## config.mk

```make
export PLATFORM = sky130hd
export DESIGN_NAME = graph_breadth_first_distances_flat
export DESIGN_NICKNAME = d
export VERILOG_FILES = /design/src/sv/gbd_pkg.sv /design/src/sv/gbd_if.sv /design/src/sv/gbd_ram.sv /design/src/sv/graph_breadth_first_distances.sv /design/src/flat_wrapper.sv
export SDC_FILE = /design/constraint.sdc
export NUM_CORES = 1
export LEC_CHECK = 0
export BUFFER_PORTS_ARGS = -buffer_cell sky130_fd_sc_hd__clkbuf_2
export CAP_MARGIN = 20
export CORE_MARGIN = 4
export CORE_UTILIZATION = 30
export DETAILED_ROUTE_END_ITERATION = 6
export SYNTH_ARGS = -nofsm -noshare
export SYNTH_HDL_FRONTEND = slang
export SYNTH_SLANG_ARGS = --single-unit
```

## constraint.sdc

```tcl
create_clock -name clk -period 4.9 [get_ports clk]
set_input_delay 0.98 -clock clk [delete_from_list [all_inputs] [get_ports clk]]
set_output_delay 0.98 -clock clk [all_outputs]
set_load 0.05 [all_outputs]
```

## src/sv/gbd_pkg.sv

```systemverilog
`timescale 1ns / 1ps
// gbd_pkg: shared constants for the breadth-first distance block.
// No dependencies; imported by the interfaces, the top level and the testbench.
package gbd_pkg;

  // Command codes carried by an input item
  localparam logic CMD_ADD = 1'b0;
  localparam logic CMD_RUN = 1'b1;

  // Fixed field widths of the channels
  localparam int CMD_W  = 1;
  localparam int NODE_W = 4;
  localparam int DIST_W = 4;
  localparam int CNT_W  = 5;

  // Largest node count the 4-bit node fields can address
  localparam int NODE_CAP = 16;

  // Reset value of the node count register
  localparam logic [CNT_W-1:0] NUM_NODES_RST = 5'd16;

endpackage

```

## src/sv/gbd_if.sv

```systemverilog
`timescale 1ns / 1ps
// Channel interfaces of the breadth-first distance block: edge/run items,
// per-node results and the node count write port. Depends on gbd_pkg.

interface gbd_in_if import gbd_pkg::*; ();
  logic              valid;
  logic              ready;
  logic [CMD_W-1:0]  command;
  logic [NODE_W-1:0] first_node;
  logic [NODE_W-1:0] second_node;

  modport source (output valid, command, first_node, second_node, input ready);
  modport sink   (input valid, command, first_node, second_node, output ready);
endinterface

interface gbd_out_if import gbd_pkg::*; ();
  logic              valid;
  logic              ready;
  logic [NODE_W-1:0] node_index;
  logic              reached;
  logic [DIST_W-1:0] hop_distance;
  logic              has_parent;
  logic [NODE_W-1:0] parent_node;
  logic              last_result;

  modport source (output valid, node_index, reached, hop_distance, has_parent,
                  parent_node, last_result, input ready);
  modport sink   (input valid, node_index, reached, hop_distance, has_parent,
                  parent_node, last_result, output ready);
endinterface

interface gbd_cfg_if import gbd_pkg::*; ();
  logic             valid;
  logic             ready;
  logic [CNT_W-1:0] num_nodes;

  modport source (output valid, num_nodes, input ready);
  modport sink   (input valid, num_nodes, output ready);
endinterface

```

## src/sv/gbd_ram.sv

```systemverilog
`timescale 1ns / 1ps
// gbd_ram: simple dual-port RAM, one write port and one registered read port.
// No dependencies; used for the adjacency rows, node info and node queue.
module gbd_ram #(
  parameter int WIDTH = 16,
  parameter int DEPTH = 16
) (
  input  logic                     clk,
  input  logic                     we,
  input  logic [$clog2(DEPTH)-1:0] waddr,
  input  logic [WIDTH-1:0]         wdata,
  input  logic                     re,
  input  logic [$clog2(DEPTH)-1:0] raddr,
  output logic [WIDTH-1:0]         rdata
);

  logic [WIDTH-1:0] mem [DEPTH];

  // Write port
  always_ff @(posedge clk) begin
    if (we) begin
      mem[waddr] <= wdata;
    end
  end

  // Read port, registered, holds when not enabled
  always_ff @(posedge clk) begin
    if (re) begin
      rdata <= mem[raddr];
    end
  end

endmodule

```

## src/sv/graph_breadth_first_distances.sv

```systemverilog
`timescale 1ns / 1ps
// graph_breadth_first_distances: BFS hop distances over a bit adjacency matrix.
// Depends on gbd_pkg, the channel interfaces in gbd_if and gbd_ram.
//
//  channel  | dir | payload                                          | item
//  ---------+-----+--------------------------------------------------+---------------------
//  in_ch    | in  | command, first_node, second_node                 | add edge / run search
//  out_ch   | out | node_index, reached, hop_distance, has_parent,   | one per node in use
//           |     | parent_node, last_result                         |
//  cfg_ch   | in  | num_nodes                                        | node count write
//
// An add item is a read-modify-write of two rows in the adjacency RAM (ADD_A, ADD_B).
// A run seeds the queue with the source if it is in use, then for each dequeued node
// passes POP, POP_W and ROW_W, which wait on the registered reads of queue, adjacency
// and info RAMs, and SCAN, which pushes one newly found neighbor per pass. POP then
// finds the queue empty, and EMIT_RD and EMIT_LD send one result per node in use.
// Reset (synchronous, rst_n low) empties the matrix at once through row valid bits.
// Input is taken only between commands; a pending result may stall out_ch freely.
module graph_breadth_first_distances import gbd_pkg::*; #(
  parameter int MAX_NODES = 16
) (
  input logic    clk,
  input logic    rst_n,
  gbd_in_if.sink   in_ch,
  gbd_out_if.source out_ch,
  gbd_cfg_if.sink  cfg_ch
);

  localparam int AW    = $clog2(MAX_NODES);
  localparam int CW    = (AW + 1 > CNT_W) ? AW + 1 : CNT_W;
  localparam int NCAP  = (MAX_NODES < NODE_CAP) ? MAX_NODES : NODE_CAP;
  localparam int INF_W = DIST_W + AW + 1;

  // Sequencer states
  localparam logic [3:0] ST_IDLE    = 4'd0;
  localparam logic [3:0] ST_ADD_A   = 4'd1;
  localparam logic [3:0] ST_ADD_B   = 4'd2;
  localparam logic [3:0] ST_POP     = 4'd3;
  localparam logic [3:0] ST_POP_W   = 4'd4;
  localparam logic [3:0] ST_ROW_W   = 4'd5;
  localparam logic [3:0] ST_SCAN    = 4'd6;
  localparam logic [3:0] ST_EMIT_RD = 4'd7;
  localparam logic [3:0] ST_EMIT_LD = 4'd8;

  logic [3:0]           state_r, state_nxt;
  logic [CNT_W-1:0]     num_nodes_r;
  logic [MAX_NODES-1:0] visited_r, visited_nxt;
  logic [MAX_NODES-1:0] adj_vld_r, adj_vld_nxt;
  logic                 adj_rd_vld_r, adj_rd_vld_nxt;
  logic [CW-1:0]        head_r, head_nxt;
  logic [CW-1:0]        tail_r, tail_nxt;
  logic [CW-1:0]        idx_r, idx_nxt;
  logic [AW-1:0]        a_r, a_nxt;
  logic [AW-1:0]        b_r, b_nxt;
  logic [AW-1:0]        u_r, u_nxt;
  logic [DIST_W-1:0]    du_r, du_nxt;
  logic [MAX_NODES-1:0] row_r, row_nxt;
  logic                 out_valid_r, out_valid_nxt;
  logic                 out_load;

  // Output payload registers
  logic [NODE_W-1:0] o_node_r;
  logic              o_reached_r;
  logic [DIST_W-1:0] o_dist_r;
  logic              o_has_r;
  logic [NODE_W-1:0] o_parent_r;
  logic              o_last_r;

  // RAM ports
  logic                 adj_we, adj_re;
  logic [AW-1:0]        adj_waddr, adj_raddr;
  logic [MAX_NODES-1:0] adj_wdata, adj_rdata, adj_rd_eff;
  logic                 q_we, q_re;
  logic [AW-1:0]        q_waddr, q_raddr, q_wdata, q_rdata;
  logic                 inf_we, inf_re;
  logic [AW-1:0]        inf_waddr, inf_raddr;
  logic [INF_W-1:0]     inf_wdata, inf_rdata;

  logic                 in_acc;
  logic [AW-1:0]        in_a, in_b;
  logic                 edge_ok;
  logic [CNT_W-1:0]     n_raw, n_eff;
  logic [CW-1:0]        n_ext;
  logic [MAX_NODES-1:0] use_mask;
  logic [MAX_NODES-1:0] cand;
  logic [AW-1:0]        pick;
  logic                 emit_reached;
  logic                 emit_has;
  logic                 emit_last;

  gbd_ram #(.WIDTH(MAX_NODES), .DEPTH(MAX_NODES)) u_adj_ram (
    .clk(clk), .we(adj_we), .waddr(adj_waddr), .wdata(adj_wdata),
    .re(adj_re), .raddr(adj_raddr), .rdata(adj_rdata)
  );

  gbd_ram #(.WIDTH(AW), .DEPTH(MAX_NODES)) u_queue_ram (
    .clk(clk), .we(q_we), .waddr(q_waddr), .wdata(q_wdata),
    .re(q_re), .raddr(q_raddr), .rdata(q_rdata)
  );

  gbd_ram #(.WIDTH(INF_W), .DEPTH(MAX_NODES)) u_info_ram (
    .clk(clk), .we(inf_we), .waddr(inf_waddr), .wdata(inf_wdata),
    .re(inf_re), .raddr(inf_raddr), .rdata(inf_rdata)
  );

  // Effective node count: zero counts as one, capped by the matrix and field size
  assign n_raw = (num_nodes_r == '0) ? CNT_W'(1) : num_nodes_r;
  assign n_eff = (n_raw > CNT_W'(NCAP)) ? CNT_W'(NCAP) : n_raw;
  assign n_ext = CW'(n_eff);

  always_comb begin
    for (int j = 0; j < MAX_NODES; j++) begin
      use_mask[j] = (CW'(j) < n_ext);
    end
  end

  // Rows never written since reset read as empty
  assign adj_rd_eff = adj_rdata & {MAX_NODES{adj_rd_vld_r}};

  // Lowest unvisited neighbor of the current row
  assign cand = row_r & ~visited_r;
  always_comb begin
    pick = '0;
    for (int j = MAX_NODES - 1; j >= 0; j--) begin
      if (cand[j]) begin
        pick = AW'(j);
      end
    end
  end

  assign in_acc  = in_ch.valid && in_ch.ready;
  assign in_a    = AW'(in_ch.first_node);
  assign in_b    = AW'(in_ch.second_node);
  assign edge_ok = (CW'(in_ch.first_node) < CW'(MAX_NODES)) &&
                   (CW'(in_ch.second_node) < CW'(MAX_NODES));

  assign in_ch.ready  = (state_r == ST_IDLE);
  assign cfg_ch.ready = 1'b1;

  // Result fields for the node being emitted
  assign emit_reached = visited_r[idx_r[AW-1:0]];
  assign emit_has     = emit_reached && inf_rdata[INF_W-1];
  assign emit_last    = ((idx_r + 1'b1) == n_ext);

  // Sequencer and memory control
  always_comb begin
    state_nxt      = state_r;
    visited_nxt    = visited_r;
    adj_vld_nxt    = adj_vld_r;
    adj_rd_vld_nxt = adj_rd_vld_r;
    head_nxt       = head_r;
    tail_nxt       = tail_r;
    idx_nxt        = idx_r;
    a_nxt          = a_r;
    b_nxt          = b_r;
    u_nxt          = u_r;
    du_nxt         = du_r;
    row_nxt        = row_r;
    out_load       = 1'b0;
    adj_we         = 1'b0;
    adj_waddr      = a_r;
    adj_wdata      = adj_rd_eff | (MAX_NODES'(1) << b_r);
    adj_re         = 1'b0;
    adj_raddr      = a_r;
    q_we           = 1'b0;
    q_waddr        = tail_r[AW-1:0];
    q_wdata        = pick;
    q_re           = 1'b0;
    q_raddr        = head_r[AW-1:0];
    inf_we         = 1'b0;
    inf_waddr      = pick;
    inf_wdata      = {1'b1, u_r, DIST_W'(du_r + 1'b1)};
    inf_re         = 1'b0;
    inf_raddr      = idx_r[AW-1:0];

    unique case (state_r)
      ST_IDLE: begin
        if (in_acc) begin
          if (in_ch.command == CMD_ADD) begin
            a_nxt = in_a;
            b_nxt = in_b;
            if (edge_ok) begin
              adj_re         = 1'b1;
              adj_raddr      = in_a;
              adj_rd_vld_nxt = adj_vld_r[in_a];
              state_nxt      = ST_ADD_A;
            end
          end else begin
            visited_nxt = '0;
            head_nxt    = '0;
            tail_nxt    = '0;
            idx_nxt     = '0;
            state_nxt   = ST_EMIT_RD;
            // Seed the queue with the source when it is in use
            if (CW'(in_ch.first_node) < n_ext) begin
              visited_nxt       = '0;
              visited_nxt[in_a] = 1'b1;
              inf_we            = 1'b1;
              inf_waddr         = in_a;
              inf_wdata         = '0;
              q_we              = 1'b1;
              q_waddr           = '0;
              q_wdata           = in_a;
              tail_nxt          = CW'(1);
              state_nxt         = ST_POP;
            end
          end
        end
      end
      ST_ADD_A: begin
        adj_we         = 1'b1;
        adj_waddr      = a_r;
        adj_wdata      = adj_rd_eff | (MAX_NODES'(1) << b_r);
        adj_vld_nxt[a_r] = 1'b1;
        adj_re         = 1'b1;
        adj_raddr      = b_r;
        adj_rd_vld_nxt = adj_vld_r[b_r];
        state_nxt      = ST_ADD_B;
      end
      ST_ADD_B: begin
        adj_we           = 1'b1;
        adj_waddr        = b_r;
        adj_wdata        = adj_rd_eff | (MAX_NODES'(1) << a_r);
        adj_vld_nxt[b_r] = 1'b1;
        state_nxt        = ST_IDLE;
      end
      ST_POP: begin
        if (head_r == tail_r) begin
          state_nxt = ST_EMIT_RD;
        end else begin
          q_re      = 1'b1;
          head_nxt  = head_r + 1'b1;
          state_nxt = ST_POP_W;
        end
      end
      ST_POP_W: begin
        u_nxt          = q_rdata;
        adj_re         = 1'b1;
        adj_raddr      = q_rdata;
        adj_rd_vld_nxt = adj_vld_r[q_rdata];
        inf_re         = 1'b1;
        inf_raddr      = q_rdata;
        state_nxt      = ST_ROW_W;
      end
      ST_ROW_W: begin
        row_nxt   = adj_rd_eff & use_mask;
        du_nxt    = inf_rdata[DIST_W-1:0];
        state_nxt = ST_SCAN;
      end
      ST_SCAN: begin
        if (cand == '0) begin
          state_nxt = ST_POP;
        end else begin
          visited_nxt[pick] = 1'b1;
          inf_we            = 1'b1;
          q_we              = 1'b1;
          tail_nxt          = tail_r + 1'b1;
        end
      end
      ST_EMIT_RD: begin
        inf_re    = 1'b1;
        state_nxt = ST_EMIT_LD;
      end
      ST_EMIT_LD: begin
        if (!out_valid_r || out_ch.ready) begin
          out_load  = 1'b1;
          idx_nxt   = idx_r + 1'b1;
          state_nxt = emit_last ? ST_IDLE : ST_EMIT_RD;
        end
      end
      default: begin
        state_nxt = ST_IDLE;
      end
    endcase
  end

  // Output register handshake
  always_comb begin
    priority if (out_load) begin
      out_valid_nxt = 1'b1;
    end else if (out_ch.ready) begin
      out_valid_nxt = 1'b0;
    end else begin
      out_valid_nxt = out_valid_r;
    end
  end

  // Control registers
  always_ff @(posedge clk) begin
    if (!rst_n) begin
      state_r      <= ST_IDLE;
      num_nodes_r  <= NUM_NODES_RST;
      visited_r    <= '0;
      adj_vld_r    <= '0;
      adj_rd_vld_r <= 1'b0;
      head_r       <= '0;
      tail_r       <= '0;
      idx_r        <= '0;
      out_valid_r  <= 1'b0;
    end else begin
      state_r      <= state_nxt;
      visited_r    <= visited_nxt;
      adj_vld_r    <= adj_vld_nxt;
      adj_rd_vld_r <= adj_rd_vld_nxt;
      head_r       <= head_nxt;
      tail_r       <= tail_nxt;
      idx_r        <= idx_nxt;
      out_valid_r  <= out_valid_nxt;
      if (cfg_ch.valid && cfg_ch.ready) begin
        num_nodes_r <= cfg_ch.num_nodes;
      end
    end
  end

  // Datapath registers
  always_ff @(posedge clk) begin
    a_r   <= a_nxt;
    b_r   <= b_nxt;
    u_r   <= u_nxt;
    du_r  <= du_nxt;
    row_r <= row_nxt;
    if (out_load) begin
      o_node_r    <= NODE_W'(idx_r);
      o_reached_r <= emit_reached;
      o_dist_r    <= emit_reached ? inf_rdata[DIST_W-1:0] : '0;
      o_has_r     <= emit_has;
      o_parent_r  <= emit_has ? NODE_W'(inf_rdata[DIST_W+AW-1:DIST_W]) : '0;
      o_last_r    <= emit_last;
    end
  end

  assign out_ch.valid        = out_valid_r;
  assign out_ch.node_index   = o_node_r;
  assign out_ch.reached      = o_reached_r;
  assign out_ch.hop_distance = o_dist_r;
  assign out_ch.has_parent   = o_has_r;
  assign out_ch.parent_node  = o_parent_r;
  assign out_ch.last_result  = o_last_r;

  // Queue head never passes the tail
  a_queue_order: assert property (@(posedge clk) disable iff (!rst_n)
    head_r <= tail_r)
    else $error("queue head passed tail");

  // Every visited node was pushed exactly once
  a_visit_push: assert property (@(posedge clk) disable iff (!rst_n)
    (state_r == ST_POP || state_r == ST_POP_W || state_r == ST_ROW_W ||
     state_r == ST_SCAN) |-> ($countones(visited_r) == tail_r))
    else $error("visited count differs from queue pushes");

  // Results go out only after the queue has drained
  a_emit_drained: assert property (@(posedge clk) disable iff (!rst_n)
    (state_r == ST_EMIT_RD || state_r == ST_EMIT_LD) |-> (head_r == tail_r))
    else $error("emitting with nodes still queued");

endmodule

```

## src/flat_wrapper.sv

```systemverilog
// flat-port wrapper written by rule: the top's interface ports become plain ports
module graph_breadth_first_distances_flat import gbd_pkg::*;
#(
  parameter int MAX_NODES = 16
)
  (clk, rst_n, in_ch_valid, in_ch_command, in_ch_first_node, in_ch_second_node, in_ch_ready, out_ch_valid, out_ch_node_index, out_ch_reached, out_ch_hop_distance, out_ch_has_parent, out_ch_parent_node, out_ch_last_result, out_ch_ready, cfg_ch_valid, cfg_ch_num_nodes, cfg_ch_ready);
  gbd_in_if in_ch_i ();
  gbd_out_if out_ch_i ();
  gbd_cfg_if cfg_ch_i ();
  input logic clk;
  input logic rst_n;
  input wire logic [$bits(in_ch_i.valid)-1:0] in_ch_valid;
  input wire logic [$bits(in_ch_i.command)-1:0] in_ch_command;
  input wire logic [$bits(in_ch_i.first_node)-1:0] in_ch_first_node;
  input wire logic [$bits(in_ch_i.second_node)-1:0] in_ch_second_node;
  output wire logic [$bits(in_ch_i.ready)-1:0] in_ch_ready;
  output wire logic [$bits(out_ch_i.valid)-1:0] out_ch_valid;
  output wire logic [$bits(out_ch_i.node_index)-1:0] out_ch_node_index;
  output wire logic [$bits(out_ch_i.reached)-1:0] out_ch_reached;
  output wire logic [$bits(out_ch_i.hop_distance)-1:0] out_ch_hop_distance;
  output wire logic [$bits(out_ch_i.has_parent)-1:0] out_ch_has_parent;
  output wire logic [$bits(out_ch_i.parent_node)-1:0] out_ch_parent_node;
  output wire logic [$bits(out_ch_i.last_result)-1:0] out_ch_last_result;
  input wire logic [$bits(out_ch_i.ready)-1:0] out_ch_ready;
  input wire logic [$bits(cfg_ch_i.valid)-1:0] cfg_ch_valid;
  input wire logic [$bits(cfg_ch_i.num_nodes)-1:0] cfg_ch_num_nodes;
  output wire logic [$bits(cfg_ch_i.ready)-1:0] cfg_ch_ready;
  assign in_ch_i.valid = in_ch_valid;
  assign in_ch_i.command = in_ch_command;
  assign in_ch_i.first_node = in_ch_first_node;
  assign in_ch_i.second_node = in_ch_second_node;
  assign in_ch_ready = in_ch_i.ready;
  assign out_ch_valid = out_ch_i.valid;
  assign out_ch_node_index = out_ch_i.node_index;
  assign out_ch_reached = out_ch_i.reached;
  assign out_ch_hop_distance = out_ch_i.hop_distance;
  assign out_ch_has_parent = out_ch_i.has_parent;
  assign out_ch_parent_node = out_ch_i.parent_node;
  assign out_ch_last_result = out_ch_i.last_result;
  assign out_ch_i.ready = out_ch_ready;
  assign cfg_ch_i.valid = cfg_ch_valid;
  assign cfg_ch_i.num_nodes = cfg_ch_num_nodes;
  assign cfg_ch_ready = cfg_ch_i.ready;
  graph_breadth_first_distances #(.MAX_NODES(MAX_NODES)) u_core (.clk(clk), .rst_n(rst_n), .in_ch(in_ch_i), .out_ch(out_ch_i), .cfg_ch(cfg_ch_i));
endmodule
```

# Word level (Yosys, flattened, before mapping)
# Memories as Yosys holds them, arrays and structs flattened. A register that Yosys moved wholly into a read port is not among the register bits.
# Cells that the tools add are included.
dict set report word_totals {
  in_bits 19
  reg_bits 105
  memories 3
  mem_bits_rw 464
  latch_bits 0
  elab_cells 210
  mem_bits_ro 0
}
# name words width read_ports rd_clocked_by_memory_dff write_ports line_no
set mem_list {}
lappend mem_list {u_core.u_adj_ram.mem 16 16 1 1 1 gbd_ram.sv:17} ;# logic [WIDTH-1:0] mem [DEPTH];
lappend mem_list {u_core.u_info_ram.mem 16 9 1 1 1 gbd_ram.sv:17}
lappend mem_list {u_core.u_queue_ram.mem 16 4 1 1 1 gbd_ram.sv:17}
dict set report op_classes {
  n_shift 2
  order_cmp 28
  mux 100
  n_addsub 4
  eq_ne 17
  div_mod_pow 0
  reduce_logical 26
  bitwise_logic 10
  mul 0
}
# op count
set ops {}
lappend ops {{4-bit 2-to-1 mux} 32}
lappend ops {{16-bit 2-to-1 mux} 5}
lappend ops {{16-bit OR} 5}
lappend ops {{16-bit case mux with 2 select lines} 2}
lappend ops {{16-bit bitwise AND} 3}
lappend ops {{5-bit 2-to-1 mux} 9}
lappend ops {{4-bit by 5-bit < comparator with 1-bit output (first input constant)} 8}
lappend ops {{9-bit 2-to-1 mux} 4}
lappend ops {{4-bit case mux with 8 select lines} 1}
lappend ops {{1-bit by 4-bit left shift with 16-bit output (first input constant)} 2}
lappend ops {{4-bit by 5-bit < comparator with 1-bit output (second input constant)} 6}
lappend ops {{5-bit case mux with 2 select lines} 3}
lappend ops {{1-bit 2-to-1 mux} 29}
lappend ops {{3-bit by 5-bit < comparator with 1-bit output (first input constant)} 4}
lappend ops {{1-bit binary-select mux with 4-bit select} 4}
lappend ops {{1-bit demux with 4-bit select} 4}
lappend ops {{4-bit by 3-bit == test with 1-bit output (second input constant)} 4}
lappend ops {{4-bit by 1-bit >= comparator with 1-bit output (second input constant)} 4}
lappend ops {{16-bit zero test} 1}
lappend ops {{16-bit NOT} 1}
lappend ops {{5-bit by 1-bit adder with 5-bit output (second input constant)} 3}
lappend ops {{4-bit case mux with 3 select lines} 1}
lappend ops {{4-bit AND reduction} 3}
lappend ops {{5-bit == test} 2}
lappend ops {{24 further kinds} 47}

# Depth between registers and ports, before layout
# Gate-level depths: netlist of run 1.
dict set report logic_depth {
  depth_word 25
  depth_mapped 12
  mapped_depth_nobuf 9
}

# By module
# From an unflattened synthesis of run 1, not the netlist that was laid out.
dict set report hier_totals {
  hier_cells 1543
  hier_area_um2 25152.9
}
# mod cells_per_inst area_each_um2 instances
set by_module_without_submodules {}
lappend by_module_without_submodules {{gbd_ram at u_core.u_adj_ram} 432 10203.5 1}
lappend by_module_without_submodules {graph_breadth_first_distances 727 6372.4 1}
lappend by_module_without_submodules {{gbd_ram at u_core.u_info_ram} 254 5870.6 1}
lappend by_module_without_submodules {{gbd_ram at u_core.u_queue_ram} 130 2706.3 1}

# Least setup slack after synthesis of run 1
# Ideal clock, no wire load.
dict set report synth_path {
  path_kind {input-to-reg}
  from {in in_ch_first_node[1]}
  to {mem u_core.u_info_ram.mem[6][0] (netlist bit), enable pin}
  path_slack_ns 1.108
  setup_ns 0.387
  stages 8
  t_required_ns 4.513
  t_arrival_ns 3.406
  n_path_buf 0
  cell_sequence {ha_1 > o211ai_1 > nor2_1 > a211oi_4 > inv_2 > mux2_2 > or2_1 > nor3_1}
}
dict set report synth_between {
  word_cells_on_any_way 11
  cone_classes {order compare: 1; mux: 10}
}
# element line_no
set synth_lines {}
lappend synth_lines {{start, declared} flat_wrapper.sv:14} ;# input wire logic [$bits(in_ch_i.first_node)-1:0] in_ch_first_node;
lappend synth_lines {{4-bit by 5-bit < comparator with 1-bit output} graph_breadth_first_distances.sv:195} ;# if (CW'(in_ch.first_node) < n_ext) begin
lappend synth_lines {{4-bit 2-to-1 mux} graph_breadth_first_distances.sv:195}
lappend synth_lines {{4-bit 2-to-1 mux} graph_breadth_first_distances.sv:179} ;# if (in_ch.command == CMD_ADD) begin
lappend synth_lines {{4-bit 2-to-1 mux} graph_breadth_first_distances.sv:178} ;# if (in_acc) begin
lappend synth_lines {{4-bit 2-to-1 mux} graph_breadth_first_distances.sv:176} ;# unique case (state_r)
lappend synth_lines {{net u_core.inf_waddr[0]} graph_breadth_first_distances.sv:76} ;# logic [AW-1:0] inf_waddr, inf_raddr;
lappend synth_lines {{end, declared} gbd_ram.sv:17}
# The timed path passes the listed nets, and every way through them passes these cells.

# Worst setup path after layout of run 1
dict set report layout_path {
  from {reg u_core.state_r[3]}
  to {mem u_core.u_info_ram.mem[14][5] (netlist bit), enable pin}
}
dict set report layout_between {
  word_cells_on_any_way 9
  cone_classes {eq/ne: 1; mux: 6; reduce/logical: 2}
}
# element line_no
set layout_lines {}
lappend layout_lines {{start, declared} graph_breadth_first_distances.sv:45} ;# logic [3:0] state_r, state_nxt;
lappend layout_lines {{start signal, assigned} graph_breadth_first_distances.sv:301} ;# state_r <= state_nxt;
lappend layout_lines {{4-bit zero test *} {graph_breadth_first_distances.sv:137, graph_breadth_first_distances.sv:176}}
lappend layout_lines {{1-bit logical AND} graph_breadth_first_distances.sv:131} ;# assign in_acc = in_ch.valid && in_ch.ready;
lappend layout_lines {{4-bit 2-to-1 mux} graph_breadth_first_distances.sv:178}
lappend layout_lines {{4-bit 2-to-1 mux *} graph_breadth_first_distances.sv:176}
lappend layout_lines {{net u_core.inf_waddr[0]} graph_breadth_first_distances.sv:76}
# The timed path passes the listed nets; every way through them passes the cells marked *.

==> results.ini, run 1 <==
[setup_path]
crit_type=register to register
cpLargestDelayFamily=simple AND/OR/NAND/NOR gates
path_max_fanout=21
path_cells=nor2_2, nand2_1, inv_2, nand3_2, a211oi_4, inv_2, mux2_2, or2_1, nor2_1
crit_top_cell=inv_2
crit_slowest_cell=nor2_1
cp.arrival_ps=4130
startpoint_type=register
cp_num_buf_inv=2
cp.depth=9
max_stage_delay_ps=600
worst_r2r_path_depth=9
end_kind=register
crit_required_ps=5140

[sta]
min_period_ps=3890
relSlewSlack_pct=28.2
clock.fmax_mhz=257
finalMaxSlewViolations=0
fin_skew_ps=24.8
finalHoldViolations=0
setup_viol=0
tightest_slew_ps=1080
rsz0062_at_grt=false
period_share_pct=79.5
tns_ps=0
setup_ws_ps=1010

[route]
drc=0
wire_per_inst_um=22.5
ant_nets=0
vias_per_cell=5.17
totalWireLength_mm=60.7
dr.pass1.iters=5
first_iter_violations=1453
vias=14000

[yosys]
synth_xor_area_share_pct=0.692
ys.flop_type=edfxtp_1
synth_top_family_by_area=multiplexers
synth-compound-area-share_pct=5.95
syn_area_sq_um=24800
yosysWarnings=0
synth-simple-area-share_pct=7.40
synth_cells=1486
syn_avg_cell_area_sq_um=16.7
muxShareOfSynthArea_pct=13.6
synth_edf_count=540
ys_async_sr_fraction_pct=0
netlist-cell-type-count=77
synth_fa_ha_area_share_pct=0.354
synth-seq-cells=598
ys_seq_area_share_pct=70.2
synth_nets=1512

[clocking]
insertion_delay_ps=630
root_buffer=clkbuf_16
htreeDepth=2
clock_tree.buffer_depth=3
clkTransAtPathRegs_ps=60
cts-hold-fix-buffers=0
postCtsSetupRepairBufs=0
clkSinkCount=598
cts_buffers=60
cts_resized=0
cts_tree=yes

[grt]
grt_pass1_vias=13800
overflow=0
grt_max_degree=65
grt_use_total_pct=13.7
grt_antenna_before_repair=4
grt_pass1_wl_mm=90.2

[run_status]
status=completed

[floorplan]
rows=105
ios=37
die_w_um=295
initial_core_util_pct=30.2
dieArea_sq_um=87200
core-area_sq_um=82000
die_y_um=295

[hold_path]
min_path_cells=2
hold_path_class=register to register

[pwr]
power_frac_clock_pct=36.4
power_switching_w=0.00370
seq_power_share_pct=45.0
leakagePower_nw=9.43
swShare_pct=26.6
combinationalPowerShare_pct=18.6
p_total_w=0.0139
internal_power_w=0.0102
ir_worst_vdd_uv=331
powerDensity_nw_per_um2=481

[final_layout]
drive_above_1_share_pct=23.4
mostFrequentLayoutCells=540 x edfxtp_1, 139 x mux4_2, 125 x nor2_1
syn_to_final_growth_pct=16.6
final_net_count=1605
final_common_cell=edfxtp_1

[flow_run]
drv_cap=0

[placed_design]
gp_congestion=0.899
dp_hpwl_mm=38.1
dp_slack_ps=708
port_buffers=35

==> registers in the layout, indices dropped and copies added, names as in the netlist, 5 cells and up <==
register / cells
u_core.u_info_ram.mem: 144
u_core.u_adj_ram.mem: 256
u_core.row_r: 16
u_core.idx_r: 5
u_core.u_info_ram.rdata: 9
u_core.tail_r: 5
u_core.u_adj_ram.rdata: 16
u_core.head_r: 5
u_core.u_queue_ram.mem: 64
u_core.adj_vld_r: 16
u_core.num_nodes_r: 5
u_core.visited_r: 16
==> through the flow <==
| stage | hold WS, ps | util (%) | cell area (sq um) | std cells |
|---|---|---|---|---|
| 2_1_floorplan | 406 | - | 24800 | 1486 |
| 3_3_place_gp | 489 | 32.5 | 26600 | 2583 |
| 3_5_place_dp | 497 | 32.5 | 26600 | 2585 |
| 4_1_cts | 510 | 35.2 | 28800 | 2698 |
| 5_1_grt | 533 | 35.2 | 28900 | 2700 |
| 6_report | 510 | 35.2 | 28900 | 2701 |
==> cells by family after synthesis <==
| kind of cell | count (synthesis) |
|---|---|
| AO/OA/AOI/OAI | 221 |
| XOR/XNOR | 18 |
| adder cells (fa/ha/maj) | 7 |
| buffers and inverters | 100 |
| flip-flops | 598 |
| multiplexers | 160 |
| other | 1 |
| AND/OR/NAND/NOR | 381 |
==> worst register-to-register path, delay by kind of cell (launching register included) <==
| kind | cells | cell delay, ps |
|---|---|---|
| AND/OR/NAND/NOR | 5 | 1730 |
| flip-flops | 1 | 540 |
| multiplexers | 1 | 480 |
| buffers and inverters | 2 | 380 |
| AO/OA/AOI/OAI | 1 | 380 |
==> power groups by stage <==
stage | clock network, W | logic (W) | registers (W)
finish | 0.00505 | 0.00258 | 0.00625
global route | 0.00537 | 0.00279 | 0.00627
CTS | 0.00515 | 0.00261 | 0.00624
detailed placement | 0 | 0.00260 | 0.00635
global placement | 0 | 0.00255 | 0.00634
floorplan | 0 | 0.00179 | 0.00627
==> final timing paths <==
path / from / to / slack [ps]
max: u_core.state_r[3]$_SDFFE_PN0P_ / u_core.u_info_ram.mem[14][5]$_DFFE_PP_ / 1010
min: u_core.adj_vld_r[12]$_SDFFE_PN0P_ / u_core.adj_vld_r[12]$_SDFFE_PN0P_ / 510
max reg2reg: u_core.state_r[3]$_SDFFE_PN0P_ / u_core.u_info_ram.mem[14][5]$_DFFE_PP_ / 1010
min reg2reg: u_core.adj_vld_r[12]$_SDFFE_PN0P_ / u_core.adj_vld_r[12]$_SDFFE_PN0P_ / 510
==> synth_stat cells (27+ instances only) <==
| cell | n | area [sq um] |
|---|---|---|
| edfxtp_1 | 540 | 16200 |
| a21oi_1 | 48 | 240 |
| mux4_2 | 139 | 3130 |
| nor2_1 | 139 | 522 |
| nand2_1 | 73 | 274 |
| nor2b_1 | 28 | 175 |
| nand2b_1 | 27 | 169 |
| dfxtp_1 | 58 | 1160 |
| nor3_1 | 41 | 205 |
| o21ai_0 | 38 | 190 |
| clkbuf_1 | 55 | 206 |
| a22oi_1 | 39 | 293 |
==> layout make-up <==
cell class | count | area [sq um]
Fill cell | 7781 | 53100
Tap cell | 1070 | 1340
Timing Repair Buffer | 111 | 813
Sequential cell | 598 | 17400
Antenna cell | 1 | 2.50
Inverter | 20 | 75.1
Clock buffer | 71 | 1550
Multi-Input combinational cell | 788 | 7070
Clock inverter | 42 | 638
==> routing by layer <==
metal  vias up  wire (um)  GRT usage (%)
met4         4       1820           4.50
met1      7216      26200           19.0
met5         -         26              0
met2       515      28700           22.0
met3       122       4020           2.55
li1       6115          -              -
Power figures use the tool's default switching activity.
==> run 2, diff against run 1 <==
--- a/config.mk
+++ b/config.mk
@@ -5,6 +5,7 @@
 export SDC_FILE = /design/constraint.sdc
 export NUM_CORES = 1
 export LEC_CHECK = 0
+export ABC_AREA = 1
 export BUFFER_PORTS_ARGS = -buffer_cell sky130_fd_sc_hd__clkbuf_2
 export CAP_MARGIN = 20
 export CORE_MARGIN = 4
==> constraint.sdc (replaced) <==
create_clock -name clk -period 3.56 [get_ports clk]
set_input_delay 0.712 -clock clk [delete_from_list [all_inputs] [get_ports clk]]
set_output_delay 0.712 -clock clk [all_outputs]
set_load 0.05 [all_outputs]
==> results.ini, run 2 <==
[final_layout]
largest_register=u_core.u_adj_ram.mem
drive_above_1_share_pct=12.0
mostFrequentLayoutCells=540 x edfxtp_1, 277 x inv_1, 264 x nand2_1
final_net_count=2452
largest_register_ffs=256
syn_to_final_growth_pct=15.8
reg_top3=u_core.u_adj_ram.mem (256), u_core.u_info_ram.mem (144), u_core.u_queue_ram.mem (64)
final_common_cell=edfxtp_1

[hold_path]
hold_path_class=input port to register

[yosys]
ys_seq_area_share_pct=67.4
ys_top_cells_by_count=540 x edfxtp_1, 277 x inv_1, 264 x nand2_1, 225 x nor2_1, 193 x o21ai_0
yosysMostFrequentCell=edfxtp_1
synth_edf_count=540
synth-seq-cells=598
synth_cells=2338
yosysWarnings=0
synth.largest_area_cell=edfxtp_1
ys_async_sr_fraction_pct=0
synth_nets=2364
syn_avg_cell_area_sq_um=11.0
netlist-cell-type-count=55
syn_area_sq_um=25800
synth_top_cell_area_share_pct=62.9
ys.flop_type=edfxtp_1
synth.area.top_cells=edfxtp_1 63%, dfxtp_1 4.5%, inv_1 4.0%, nand2_1 3.8%, o21ai_0 3.7%

[setup_path]
startpoint_type=register
crit_required_ps=3810
worst_r2r_endpoint=u_core.u_info_ram.mem[2][8]$_DFFE_PP_
cp_num_buf_inv=1
crit_top_cell=nand2_1
crit_path_end=u_core.u_info_ram.mem[2][8]$_DFFE_PP_
worst_r2r_path_depth=11
cp.depth=11
path_cells=o21ai_0, nand2_1, ha_1, a21oi_1, o311ai_1, nor2_4, inv_2, nand2_1, o21ai_2, nand3_2, nor2_2
crit_slowest_cell=o311ai_1
crit_type=register to register
cpLargestDelayFamily=compound AO/OA/AOI/OAI gates
path_max_fanout=14
setup.worst_path.start=u_core.num_nodes_r[4]$_SDFFE_PN1P_
end_kind=register
r2r_slack_ps=320
max_stage_delay_ps=610
cp.arrival_ps=3490
worst_r2r_startpoint=u_core.num_nodes_r[4]$_SDFFE_PN1P_

[grt]
overflow=0
grt_pass1_vias=16900
grt_antenna_before_repair=0
grt_max_degree=129
grt_use_total_pct=14.5
grt_pass1_wl_mm=101

[route]
drc=0
dr_wl_met2_mm=31.1
ant_nets=0
highest_layer=met4
vias=17800
totalWireLength_mm=67.2
dr.pass1.iters=5
first_iter_violations=1658
met1_length_mm=30.3
wl_met3_mm=3.93
wire_per_inst_um=18.5
vias_per_cell=4.92

[flow_run]
drv_cap=0

[clocking]
cts_tree=yes
clkTransAtPathRegs_ps=60
htreeDepth=3
postCtsSetupRepairBufs=0
clock_tree.buffer_depth=3
clkSinkCount=598
cts_buffers=66
cts-hold-fix-buffers=0
cts_resized=0
root_buffer=clkbuf_16
insertion_delay_ps=610

[placed_design]
gp_congestion=0.878
dp_hpwl_mm=42.4
dp_slack_ps=174
port_buffers=35

[floorplan]
rows=107
die_y_um=301
dieArea_sq_um=90700
die_w_um=301
core-area_sq_um=85300
initial_core_util_pct=30.2
ios=37

[sta]
setup_ws_ps=318
setup_viol=0
relSlewSlack_pct=37.3
finalMaxSlewViolations=0
min_period_ps=3240
clock.fmax_mhz=308
tns_ps=0
fin_skew_ps=29.1
finalHoldViolations=0
period_share_pct=91.1
rsz0062_at_grt=false
tightest_slew_ps=941

[pwr]
powerDensity_nw_per_um2=887
ir_worst_vdd_uv=591
leakagePower_nw=10.9

[run_status]
status=completed

-- run 2: cell count changes after synthesis, sizes merged, moves of 67 or more --
cell,change
nand2,+197
nor2,+100
mux4,-140
a21oi,+84
o21ai,+218
o211ai,+67
inv,+284
nand3,+141
-- run 2: through the flow --
stage	hold WS [ps]	total power, W	utilization [%]	area [sq um]	instances
floorplan	406	0.0167	-	25800	2338
global placement	455	0.0199	32.5	27800	3501
detailed placement	469	0.0200	32.5	27800	3501
CTS	318	0.0266	35.0	29800	3621
global route	318	0.0281	35.0	29900	3622
finish	336	0.0265	35.0	29900	3623
-- run 2: worst min-delay path by stage --
stage	from	end	slack, ps	cells past startpoint
floorplan	u_core.idx_r[2]$_SDFFE_PN0P_	u_core.out_ch.node_index[2]$_DFFE_PP_	410	0
global placement	u_core.u_info_ram.rdata[1]$_DFFE_PP_	u_core.du_r[1]$_DFFE_PN_	450	0
detailed placement	u_core.idx_r[4]$_SDFFE_PN0P_	u_core.idx_r[4]$_SDFFE_PN0P_	470	2
CTS	in_ch_second_node[3]	u_core.b_r[3]$_DFFE_PP_	320	1
global route	in_ch_second_node[3]	u_core.b_r[3]$_DFFE_PP_	320	1
finish	in_ch_second_node[2]	u_core.b_r[2]$_DFFE_PP_	340	1
-- run 2: cell families (layout without fill, tap and decap cells) --
family	after synthesis	in the layout	synth area share [%]
fa+ha+maj	7	7	0.340
buf+inv	416	556	6.39
compound gates	579	579	13.2
xor+xnor	12	12	0.407
flops	598	598	67.4
other cells	1	2	0.0145
simple gates	725	725	12.3
-- run 2: power by group --
group,internal [W],leakage [nW],switching (W)
Sequential,0.00958,5.43,0.000361
Combinational,0.00291,4.45,0.00707
Clock,0.00378,1.01,0.00279
Total,0.0163,10.9,0.0102
-- run 2: area by class of cell --
cell class	instances	area, sq um
fill	8402	55400
sequential	598	17400
multi-input combinational	1324	6820
clock buffer	88	1780
tap	1144	1430
inverter	304	1140
timing repair buffer	132	991
clock inverter	32	317
antenna	1	2.50
-- run 2: metal layers --
| metal | global-route usage, % | vias to the layer above |
|---|---|---|
| li1 | - | 8507 |
| met1 | 20.1 | 8654 |
| met2 | 23.5 | 561 |
| met3 | 2.20 | 117 |
| met4 | 4.49 | 0 |
| met5 | 0 | - |
